### src/design/pkh_pkg.sv
// Package for the polynomial key hash block: widths, reset values, register
// indexes, character codes, the controller state type and the digit map.
// No dependencies; every other file uses it through scoped names.
package pkh_pkg;

  localparam int HASH_W      = 31;              // hash, power, modulus, base
  localparam int CHAR_W      = 8;
  localparam int DIGIT_W     = 7;               // digit values 0..64
  localparam int PROD_W      = 2 * HASH_W;      // full product width
  localparam int RDX_BITS    = 2;               // bits reduced per cycle
  localparam int RED_STEPS   = PROD_W / RDX_BITS;
  localparam int CNT_W       = $clog2(RED_STEPS + 1);
  localparam int CFG_IDX_W   = 1;

  localparam logic [HASH_W-1:0] MODULUS_RESET = 31'd1000000009;
  localparam logic [HASH_W-1:0] BASE_RESET    = 31'd67;

  localparam logic [CFG_IDX_W-1:0] CFG_MODULUS = 1'd0;
  localparam logic [CFG_IDX_W-1:0] CFG_BASE    = 1'd1;

  localparam logic [CHAR_W-1:0] CH_NUL   = 8'h00;
  localparam logic [CHAR_W-1:0] CH_LF    = 8'h0A;
  localparam logic [CHAR_W-1:0] CH_SPACE = 8'h20;
  localparam logic [CHAR_W-1:0] CH_USCORE = 8'h5F;
  localparam logic [CHAR_W-1:0] CH_LO_A  = 8'h61;
  localparam logic [CHAR_W-1:0] CH_LO_Z  = 8'h7A;
  localparam logic [CHAR_W-1:0] CH_UP_A  = 8'h41;
  localparam logic [CHAR_W-1:0] CH_UP_Z  = 8'h5A;
  localparam logic [CHAR_W-1:0] CH_D0    = 8'h30;
  localparam logic [CHAR_W-1:0] CH_D9    = 8'h39;

  localparam logic [DIGIT_W-1:0] DIG_LO_A   = 7'd1;
  localparam logic [DIGIT_W-1:0] DIG_UP_A   = 7'd27;
  localparam logic [DIGIT_W-1:0] DIG_D0     = 7'd53;
  localparam logic [DIGIT_W-1:0] DIG_USCORE = 7'd63;
  localparam logic [DIGIT_W-1:0] DIG_SPACE  = 7'd64;
  localparam logic [DIGIT_W-1:0] DIG_NONE   = 7'd0;

  typedef enum logic {
    ST_IDLE,
    ST_REDUCE
  } state_t;

  // Control into a reduction lane
  typedef struct packed {
    logic start;
  } red_ctrl_t;

  // Status out of a reduction lane
  typedef struct packed {
    logic done;
  } red_stat_t;

  // Map a key byte to its digit; zero marks a byte outside the alphabet
  function automatic logic [DIGIT_W-1:0] digit_of(input logic [CHAR_W-1:0] c);
    logic [DIGIT_W-1:0] d;
    d = DIG_NONE;
    if (c >= CH_LO_A && c <= CH_LO_Z) begin
      d = DIGIT_W'(c - CH_LO_A) + DIG_LO_A;
    end else if (c >= CH_UP_A && c <= CH_UP_Z) begin
      d = DIGIT_W'(c - CH_UP_A) + DIG_UP_A;
    end else if (c >= CH_D0 && c <= CH_D9) begin
      d = DIGIT_W'(c - CH_D0) + DIG_D0;
    end else if (c == CH_USCORE) begin
      d = DIG_USCORE;
    end else if (c == CH_SPACE) begin
      d = DIG_SPACE;
    end
    return d;
  endfunction

endpackage

### src/design/pkh_if.sv
// Valid/ready stream interfaces for key bytes and hash results.
// Depends on pkh_pkg for the payload widths.
interface pkh_char_if;
  logic                         valid;
  logic                         ready;
  logic [pkh_pkg::CHAR_W-1:0]   char_code;

  modport source (output valid, output char_code, input ready);
  modport sink   (input valid, input char_code, output ready);
endinterface

interface pkh_hash_if;
  logic                         valid;
  logic                         ready;
  logic [pkh_pkg::HASH_W-1:0]   hash_value;
  logic                         invalid;

  modport source (output valid, output hash_value, output invalid, input ready);
  modport sink   (input valid, input hash_value, input invalid, output ready);
endinterface

### src/design/pkh_mod_reduce.sv
// Digit-serial modular reduction lane: reduces a full product by the modulus,
// two bits per cycle, MSB first. Depends on pkh_pkg.
module pkh_mod_reduce (
  input  logic                          clk,
  input  logic                          rst_n,
  input  pkh_pkg::red_ctrl_t            ctrl,
  input  logic [pkh_pkg::PROD_W-1:0]    operand,
  input  logic [pkh_pkg::HASH_W-1:0]    modulus,
  output pkh_pkg::red_stat_t            stat,
  output logic [pkh_pkg::HASH_W-1:0]    result
);

  localparam int TW = pkh_pkg::HASH_W + pkh_pkg::RDX_BITS;

  logic [pkh_pkg::PROD_W-1:0] shift_r, shift_nxt;
  logic [pkh_pkg::HASH_W-1:0] rem_r, rem_nxt;
  logic [pkh_pkg::CNT_W-1:0]  cnt_r, cnt_nxt;
  logic                       done_r, done_nxt;

  logic [TW-1:0] trial, m1, m2, m3, sub;

  // Partial remainder stays below the modulus, so one digit in needs at most 3m off
  always_comb begin
    trial = {rem_r, shift_r[pkh_pkg::PROD_W-1 -: pkh_pkg::RDX_BITS]};
    m1    = TW'(modulus);
    m2    = TW'({modulus, 1'b0});
    m3    = m1 + m2;
    priority if (trial >= m3) begin
      sub = m3;
    end else if (trial >= m2) begin
      sub = m2;
    end else if (trial >= m1) begin
      sub = m1;
    end else begin
      sub = '0;
    end
  end

  // Load on start, then shift one digit per cycle
  always_comb begin
    shift_nxt = shift_r;
    rem_nxt   = rem_r;
    cnt_nxt   = cnt_r;
    done_nxt  = 1'b0;
    if (ctrl.start) begin
      shift_nxt = operand;
      rem_nxt   = '0;
      cnt_nxt   = pkh_pkg::CNT_W'(pkh_pkg::RED_STEPS);
    end else if (cnt_r != '0) begin
      shift_nxt = shift_r << pkh_pkg::RDX_BITS;
      rem_nxt   = pkh_pkg::HASH_W'(trial - sub);
      cnt_nxt   = cnt_r - 1'b1;
      done_nxt  = (cnt_r == pkh_pkg::CNT_W'(1));
    end
  end

  always_ff @(posedge clk) begin
    if (!rst_n) begin
      cnt_r  <= '0;
      done_r <= 1'b0;
    end else begin
      cnt_r  <= cnt_nxt;
      done_r <= done_nxt;
    end
    shift_r <= shift_nxt;
    rem_r   <= rem_nxt;
  end

  assign stat.done = done_r;
  assign result    = rem_r;

endmodule

### src/design/polynomial_key_hash.sv
// Top level of the polynomial key hash: key byte stream in, hash word out.
// Depends on pkh_pkg, pkh_if (pkh_char_if, pkh_hash_if) and pkh_mod_reduce.
//
// Usage:
//   in_ch carries one key byte per word. Bytes a-z, A-Z, 0-9, '_' and ' '
//   extend the hash; any other byte marks the key invalid. A byte of 0 or
//   10 ends the key and produces one word on out_ch: the hash, or hash 0
//   with invalid set when the key held a bad byte.
//   cfg_we/cfg_index/cfg_wdata write modulus (index 0) and base (index 1);
//   write only while the block is idle. Modulus 0 acts as modulus 1.
// Sequence:
//   An alphabet byte forms the two products from the held state, runs them
//   through the two reduction lanes (62-bit products, two bits a cycle,
//   both lanes in parallel) and then stores the results. Bad bytes and
//   bytes after a bad one bypass the lanes. A terminator's result word is
//   visible the cycle after it is accepted.
// Reset and stall:
//   Reset clears the key state and restores modulus 1000000009 and base 67.
//   The result sits in an output register; while it is not taken, key bytes
//   are still accepted, but a further terminator waits until the slot frees.
module polynomial_key_hash (
  input  logic                            clk,
  input  logic                            rst_n,
  pkh_char_if.sink                        in_ch,
  pkh_hash_if.source                      out_ch,
  input  logic                            cfg_we,
  input  logic [pkh_pkg::CFG_IDX_W-1:0]   cfg_index,
  input  logic [pkh_pkg::HASH_W-1:0]      cfg_wdata
);

  localparam int HW = pkh_pkg::HASH_W;
  localparam int PW = pkh_pkg::PROD_W;
  localparam int DPW = pkh_pkg::DIGIT_W + HW + 1;

  pkh_pkg::state_t state_r, state_nxt;

  logic [HW-1:0] modulus_r, base_r;
  logic [HW-1:0] hash_r, hash_nxt;
  logic [HW-1:0] power_r, power_nxt;
  logic          bad_r, bad_nxt;
  logic          ovalid_r, ovalid_nxt;
  logic [HW-1:0] ohash_r, ohash_nxt;
  logic          oinv_r, oinv_nxt;

  logic [HW-1:0]                   mod_eff;
  logic [pkh_pkg::DIGIT_W-1:0]     digit;
  logic                            is_term, accept, out_free;
  logic [DPW-1:0]                  hash_op;
  logic [PW-1:0]                   power_op;
  pkh_pkg::red_ctrl_t              red_ctrl;
  pkh_pkg::red_stat_t              stat_h, stat_p;
  logic [HW-1:0]                   res_h, res_p;

  // Byte decode and handshake
  assign digit    = pkh_pkg::digit_of(in_ch.char_code);
  assign is_term  = (in_ch.char_code == pkh_pkg::CH_NUL) ||
                    (in_ch.char_code == pkh_pkg::CH_LF);
  assign out_free = !ovalid_r || out_ch.ready;
  assign in_ch.ready = (state_r == pkh_pkg::ST_IDLE) && (!is_term || out_free);
  assign accept   = in_ch.valid && in_ch.ready;
  assign mod_eff  = (modulus_r == '0) ? HW'(1) : modulus_r;

  // Form both products from the held state
  assign hash_op  = DPW'(digit * power_r) + DPW'(hash_r);
  assign power_op = power_r * base_r;

  pkh_mod_reduce u_red_hash (
    .clk     (clk),
    .rst_n   (rst_n),
    .ctrl    (red_ctrl),
    .operand (PW'(hash_op)),
    .modulus (mod_eff),
    .stat    (stat_h),
    .result  (res_h)
  );

  pkh_mod_reduce u_red_power (
    .clk     (clk),
    .rst_n   (rst_n),
    .ctrl    (red_ctrl),
    .operand (power_op),
    .modulus (mod_eff),
    .stat    (stat_p),
    .result  (res_p)
  );

  // Next state, key state and output slot
  always_comb begin
    state_nxt      = state_r;
    hash_nxt       = hash_r;
    power_nxt      = power_r;
    bad_nxt        = bad_r;
    ovalid_nxt     = ovalid_r && !out_ch.ready;
    ohash_nxt      = ohash_r;
    oinv_nxt       = oinv_r;
    red_ctrl.start = 1'b0;
    unique case (state_r)
      pkh_pkg::ST_IDLE: begin
        if (accept) begin
          priority if (is_term) begin
            ovalid_nxt = 1'b1;
            ohash_nxt  = bad_r ? '0 : hash_r;
            oinv_nxt   = bad_r;
            hash_nxt   = '0;
            power_nxt  = HW'(1);
            bad_nxt    = 1'b0;
          end else if (bad_r) begin
            // drop bytes after a bad one
          end else if (digit == pkh_pkg::DIG_NONE) begin
            bad_nxt = 1'b1;
          end else begin
            red_ctrl.start = 1'b1;
            state_nxt      = pkh_pkg::ST_REDUCE;
          end
        end
      end
      pkh_pkg::ST_REDUCE: begin
        if (stat_h.done && stat_p.done) begin
          hash_nxt  = res_h;
          power_nxt = res_p;
          state_nxt = pkh_pkg::ST_IDLE;
        end
      end
      default: state_nxt = pkh_pkg::ST_IDLE;
    endcase
  end

  always_ff @(posedge clk) begin
    if (!rst_n) begin
      state_r  <= pkh_pkg::ST_IDLE;
      hash_r   <= '0;
      power_r  <= HW'(1);
      bad_r    <= 1'b0;
      ovalid_r <= 1'b0;
    end else begin
      state_r  <= state_nxt;
      hash_r   <= hash_nxt;
      power_r  <= power_nxt;
      bad_r    <= bad_nxt;
      ovalid_r <= ovalid_nxt;
    end
    ohash_r <= ohash_nxt;
    oinv_r  <= oinv_nxt;
  end

  // Configuration registers
  always_ff @(posedge clk) begin
    if (!rst_n) begin
      modulus_r <= pkh_pkg::MODULUS_RESET;
      base_r    <= pkh_pkg::BASE_RESET;
    end else if (cfg_we) begin
      unique case (cfg_index)
        pkh_pkg::CFG_MODULUS: modulus_r <= cfg_wdata;
        pkh_pkg::CFG_BASE:    base_r    <= cfg_wdata;
        default: ;
      endcase
    end
  end

  assign out_ch.valid      = ovalid_r;
  assign out_ch.hash_value = ohash_r;
  assign out_ch.invalid    = oinv_r;

endmodule

### src/flat_wrapper.sv
// flat-port wrapper written by rule: the top's interface ports become plain ports
module polynomial_key_hash_flat 
  (clk, rst_n, cfg_we, cfg_index, cfg_wdata, in_ch_valid, in_ch_char_code, in_ch_ready, out_ch_valid, out_ch_hash_value, out_ch_invalid, out_ch_ready);
  pkh_char_if in_ch_i ();
  pkh_hash_if out_ch_i ();
  input  logic clk;
  input  logic rst_n;
  input  logic cfg_we;
  input  logic [pkh_pkg::CFG_IDX_W-1:0] cfg_index;
  input  logic [pkh_pkg::HASH_W-1:0] cfg_wdata;
  input wire logic [$bits(in_ch_i.valid)-1:0] in_ch_valid;
  input wire logic [$bits(in_ch_i.char_code)-1:0] in_ch_char_code;
  output wire logic [$bits(in_ch_i.ready)-1:0] in_ch_ready;
  output wire logic [$bits(out_ch_i.valid)-1:0] out_ch_valid;
  output wire logic [$bits(out_ch_i.hash_value)-1:0] out_ch_hash_value;
  output wire logic [$bits(out_ch_i.invalid)-1:0] out_ch_invalid;
  input wire logic [$bits(out_ch_i.ready)-1:0] out_ch_ready;
  assign in_ch_i.valid = in_ch_valid;
  assign in_ch_i.char_code = in_ch_char_code;
  assign in_ch_ready = in_ch_i.ready;
  assign out_ch_valid = out_ch_i.valid;
  assign out_ch_hash_value = out_ch_i.hash_value;
  assign out_ch_invalid = out_ch_i.invalid;
  assign out_ch_i.ready = out_ch_ready;
  polynomial_key_hash u_core (.clk(clk), .rst_n(rst_n), .in_ch(in_ch_i), .out_ch(out_ch_i), .cfg_we(cfg_we), .cfg_index(cfg_index), .cfg_wdata(cfg_wdata));
endmodule
### config.mk
export PLATFORM = sky130hd
export DESIGN_NAME = polynomial_key_hash_flat
export DESIGN_NICKNAME = d
export VERILOG_FILES = /design/src/design/pkh_pkg.sv /design/src/design/pkh_if.sv /design/src/design/pkh_mod_reduce.sv /design/src/design/polynomial_key_hash.sv /design/src/flat_wrapper.sv
export SDC_FILE = /design/constraint.sdc
export NUM_CORES = 2
export LEC_CHECK = 0
export BUFFER_PORTS_ARGS = -buffer_cell sky130_fd_sc_hd__clkbuf_2
export CAP_MARGIN = 30
export CORE_ASPECT_RATIO = 1.75
export CORE_MARGIN = 5
export CORE_UTILIZATION = 58
export CTS_CLUSTER_DIAMETER = 200
export CTS_CLUSTER_SIZE = 8
export DETAILED_ROUTE_END_ITERATION = 7
export HOLD_SLACK_MARGIN = 0.12
export PLACE_DENSITY = 0.74
export REMOVE_ABC_BUFFERS = 1
export SYNTH_ARGS = -nofsm -noshare
export SYNTH_HDL_FRONTEND = slang
export SYNTH_SLANG_ARGS = --single-unit
### constraint.sdc
create_clock -name clk -period 8.15 [get_ports clk]
set_clock_uncertainty 0.1 [all_clocks]
set_input_delay 0.4075 -clock clk [delete_from_list [all_inputs] [get_ports clk]]
set_output_delay 0.4075 -clock clk [all_outputs]
set_load 0.03 [all_outputs]
==> flow_summary.yaml <==
clock_network:
  clockBufferDepth: 3
  clkLatencyLatePin_ps: 650
  clk_pin_slew_ps: 60
  clkSinkCount: 357
  cts_tree: "yes"
  htreeDepth: 2
  numCtsBuffers: 50
  clockRootBuffer: "clkbuf_16"
critical_path:
  worst_setup_path_end_kind: "register"
  slowest_stage: "nor4b_4"
  rr_endpoint: "u_core.u_red_power.result[28]$_SDFFE_PP0P_"
  cp_max_fo: 4
  r2r-start: "u_core.modulus_r[28]$_SDFFE_PN1P_"
  cp_common_cell: "buf_4"
  cp.buffers_inverters: 6
  critPathKind: "reg -> reg"
  worstRegToRegCells: 45
  start_kind: "register"
  crit_arrival_ps: 9320
  r2r_setup_slack_ps: -700
  critPathTopFamily: "compound AO/OA/AOI/OAI gates"
  cpPeakStageDelay_ps: 430
  required_ps: 8610
routing:
  drt_pass1_iterations: 5
  drt_first_iter_violations: 3095
  vias: 53134
  wl_met3_um: 11400
  wl_per_cell_um: 21.5
  wl_met2_um: 99900
  via_per_inst: 5.88
  wl_met1_um: 67300
  routed_wl_um: 194000
  drc: 0
  highest_layer: "met5"
  antenna_left: 0
sta:
  fin_crit_sh_pct: 109
  drv_slew: 0
  setup_viol: 33
  relSlewSlack_pct: 33.7
  period_minus_slack_ps: 8850
  clock.fmax_mhz: 113
  setup-tns-final_ps: -12070
  timing_hold_violations_final: 0
  whs_ps: 191
  worst_slew_pin_slew_ps: 995
  rsz0062_at_grt: "true"
  fin_ws_ps: -701
placement:
  dp_hpwl_um: 159000
  gp_congestion: 0.990
  dp_slack_ps: -2230
  io_buffers: 78
  placed_area_um2: 67900
cells_and_area:
  drive_gt1_share_pct: 16.0
  layout.nets: 9319
  final_area_um2: 71900
  area_growth_syn_to_layout_pct: 16.9
synthesis:
  ys_seq_area_share_pct: 13.8
  yosys.area.top_type: "fa_1"
  postSynthAreaPerCell_um2: 8.64
  netlist_area_um2: 61500
  synth-seq-cells: 357
  syn_inst: 7118
  ys_warn_count: 0
  synthFlopType: "dfxtp_1"
  synth_edf_count: 133
  ys_async_sr_fraction_pct: 0
  synth_area_leaders: "fa_1 (33%), ha_1 (12%), nand2_1 (8.5%)"
  synth.distinct_cells: 92
  yosysTopAreaCellShare_pct: 33.0
global_route:
  grt_max_degree: 95
  grt_use_total_pct: 34.1
  grt_antenna_before_repair: 3
  grt_overflow: 0
  grt_pass1_wl_um: 304000
  grt_pass1_vias: 57571
pwr:
  cellPowerDensity_nw_per_um2: 227
  peakVddDrop_uv: 450
  p_total_mw: 16.4
  leakage_nw: 33.6
die:
  start_util_pct: 58.2
  fp.dieH_um: 441
  rows: 158
  io_pins: 79
  die_w_um: 256
  coreArea_um2: 106000
  dieArea_um2: 113000
run_status:
  violations: "negative setup slack"
  status: "finished, violations left"
worst_hold_path:
  hold_path_end: "u_core.modulus_r[11]$_SDFFE_PN1P_"
  hold_class: "in -> reg"
  hold_depth: 3
  hp-start: "cfg_wdata[11]"
flow_run:
  drv_cap: 0
## flip-flops by register name, indices dropped and copies added (netlist names)
signal                      cells
u_core.state_r                  1
u_core.out_ch.valid             1
u_core.u_red_power.cnt_r        5
u_core.out_ch.hash_value       31
u_core.out_ch.invalid           1
u_core.modulus_r               31
u_core.u_red_hash.shift_r      62
u_core.u_red_hash.result       31
u_core.bad_r                    1
u_core.u_red_power.result      31
u_core.u_red_hash.stat          1
u_core.power_r                 31
u_core.u_red_power.shift_r     62
u_core.hash_r                  31
u_core.u_red_hash.cnt_r         5
u_core.u_red_power.stat         1
u_core.base_r                  31
## what timing repair did
item                       4_1_cts  5_1_grt
hold buffers                    36        0
setup endpoints to repair       69       69
setup buffers                   34       30
resized for setup              192      211
cloned                           1        4
hold endpoints to repair        53        0
pin swaps                      144      125
## stage by stage
step | utilization, % | instances
floorplan | - | 6693
global placement | 64.2 | 8863
detailed placement | 64.2 | 8863
CTS | 66.8 | 9008
global route | 68.0 | 9038
finish | 68.0 | 9040
## worst reg2reg max path: cells and delay by family (launching register included)
family / cells / cell delay [ps]
flops: 1 / 330
fa+ha+maj: 5 / 1260
xor+xnor: 2 / 240
simple gates: 9 / 1690
buf+inv: 6 / 920
compound gates: 23 / 4250
## where the power goes
part,internal [mW],switching [mW],total (mW)
combinational,5.35,5.81,11.2
sequential,2.50,0.647,3.15
clock,1.13,0.905,2.04
## cell families (layout without fill, tap and decap cells)
group                    Yosys count  after routing  synth area share (%)
XOR/XNOR                         161            161                  2.31
other                              0              2                     0
buffers and inverters           1574           2134                  9.76
flip-flops                       357            357                  13.8
AND/OR/NAND/NOR                 2292           2292                  16.6
AO/OA/AOI/OAI                   1100           1100                  11.9
multiplexers                      11             11                 0.187
adder cells (fa/ha/maj)         1623           1623                  45.4
## final cells by class
type	count	area [um^2]
flip-flops and latches	357	8550
fillers	8402	33900
repair inverters	1	11.3
inverters	1149	4320
clock inverters	4	61.3
clock buffers	75	1350
repair buffers	905	7510
multi-input cells	5187	48400
diodes	2	5.00
well taps	1360	1700
## worst max-delay path by stage
stage	from	endpoint	depth (start not counted)
after CTS	u_core.modulus_r[28]$_SDFFE_PN1P_	u_core.u_red_power.result[30]$_SDFFE_PP0P_	43
after detailed placement	u_core.modulus_r[22]$_SDFFE_PN0P_	u_core.u_red_power.result[30]$_SDFFE_PP0P_	44
after floorplan	u_core.modulus_r[2]$_SDFFE_PN0P_	u_core.u_red_hash.result[30]$_SDFFE_PP0P_	40
final	u_core.modulus_r[28]$_SDFFE_PN1P_	u_core.u_red_power.result[28]$_SDFFE_PP0P_	45
after global placement	u_core.modulus_r[22]$_SDFFE_PN0P_	u_core.u_red_power.result[28]$_SDFFE_PP0P_	46
after global routing	u_core.modulus_r[28]$_SDFFE_PN1P_	u_core.u_red_power.result[30]$_SDFFE_PP0P_	43
## layer usage
| layer | global-route usage (%) | vias to the layer above |
|---|---|---|
| li1 | - | 23673 |
| met1 | 37.1 | 26735 |
| met2 | 62.4 | 1973 |
| met3 | 4.29 | 751 |
| met4 | 22.2 | 2 |
| met5 | 0 | - |
## placed cells by master, fill, tap and decap left out, types with 53 or more instances in the layout
cell	n
xor2_1	61
ha_1	590
a21o_1	115
and2_1	261
clkbuf_2	77
fa_1	996
nor2_1	196
clkbuf_16	53
nor2b_1	61
dfxtp_1	183
nand3_1	104
a21boi_0	118
o21ai_0	161
xnor2_1	88
buf_4	681
a21oi_1	243
edfxtp_1	133
inv_1	1142
nand2_1	1386
buf_6	62
## Yosys cell counts (all sizes together), types with 49 or more instances
cell type	n
nand2	1394
xor2	62
fa	1015
a21o	116
edfxtp	133
xnor2	98
nand3	113
inv	1149
nor2b	63
a21boi	121
and2	267
nor3	49
a21oi	289
clkbuf	385
o21ai	222
dfxtp	224
ha	608
nand4	51
nor2	207
(Power assumes the default switching activity.)
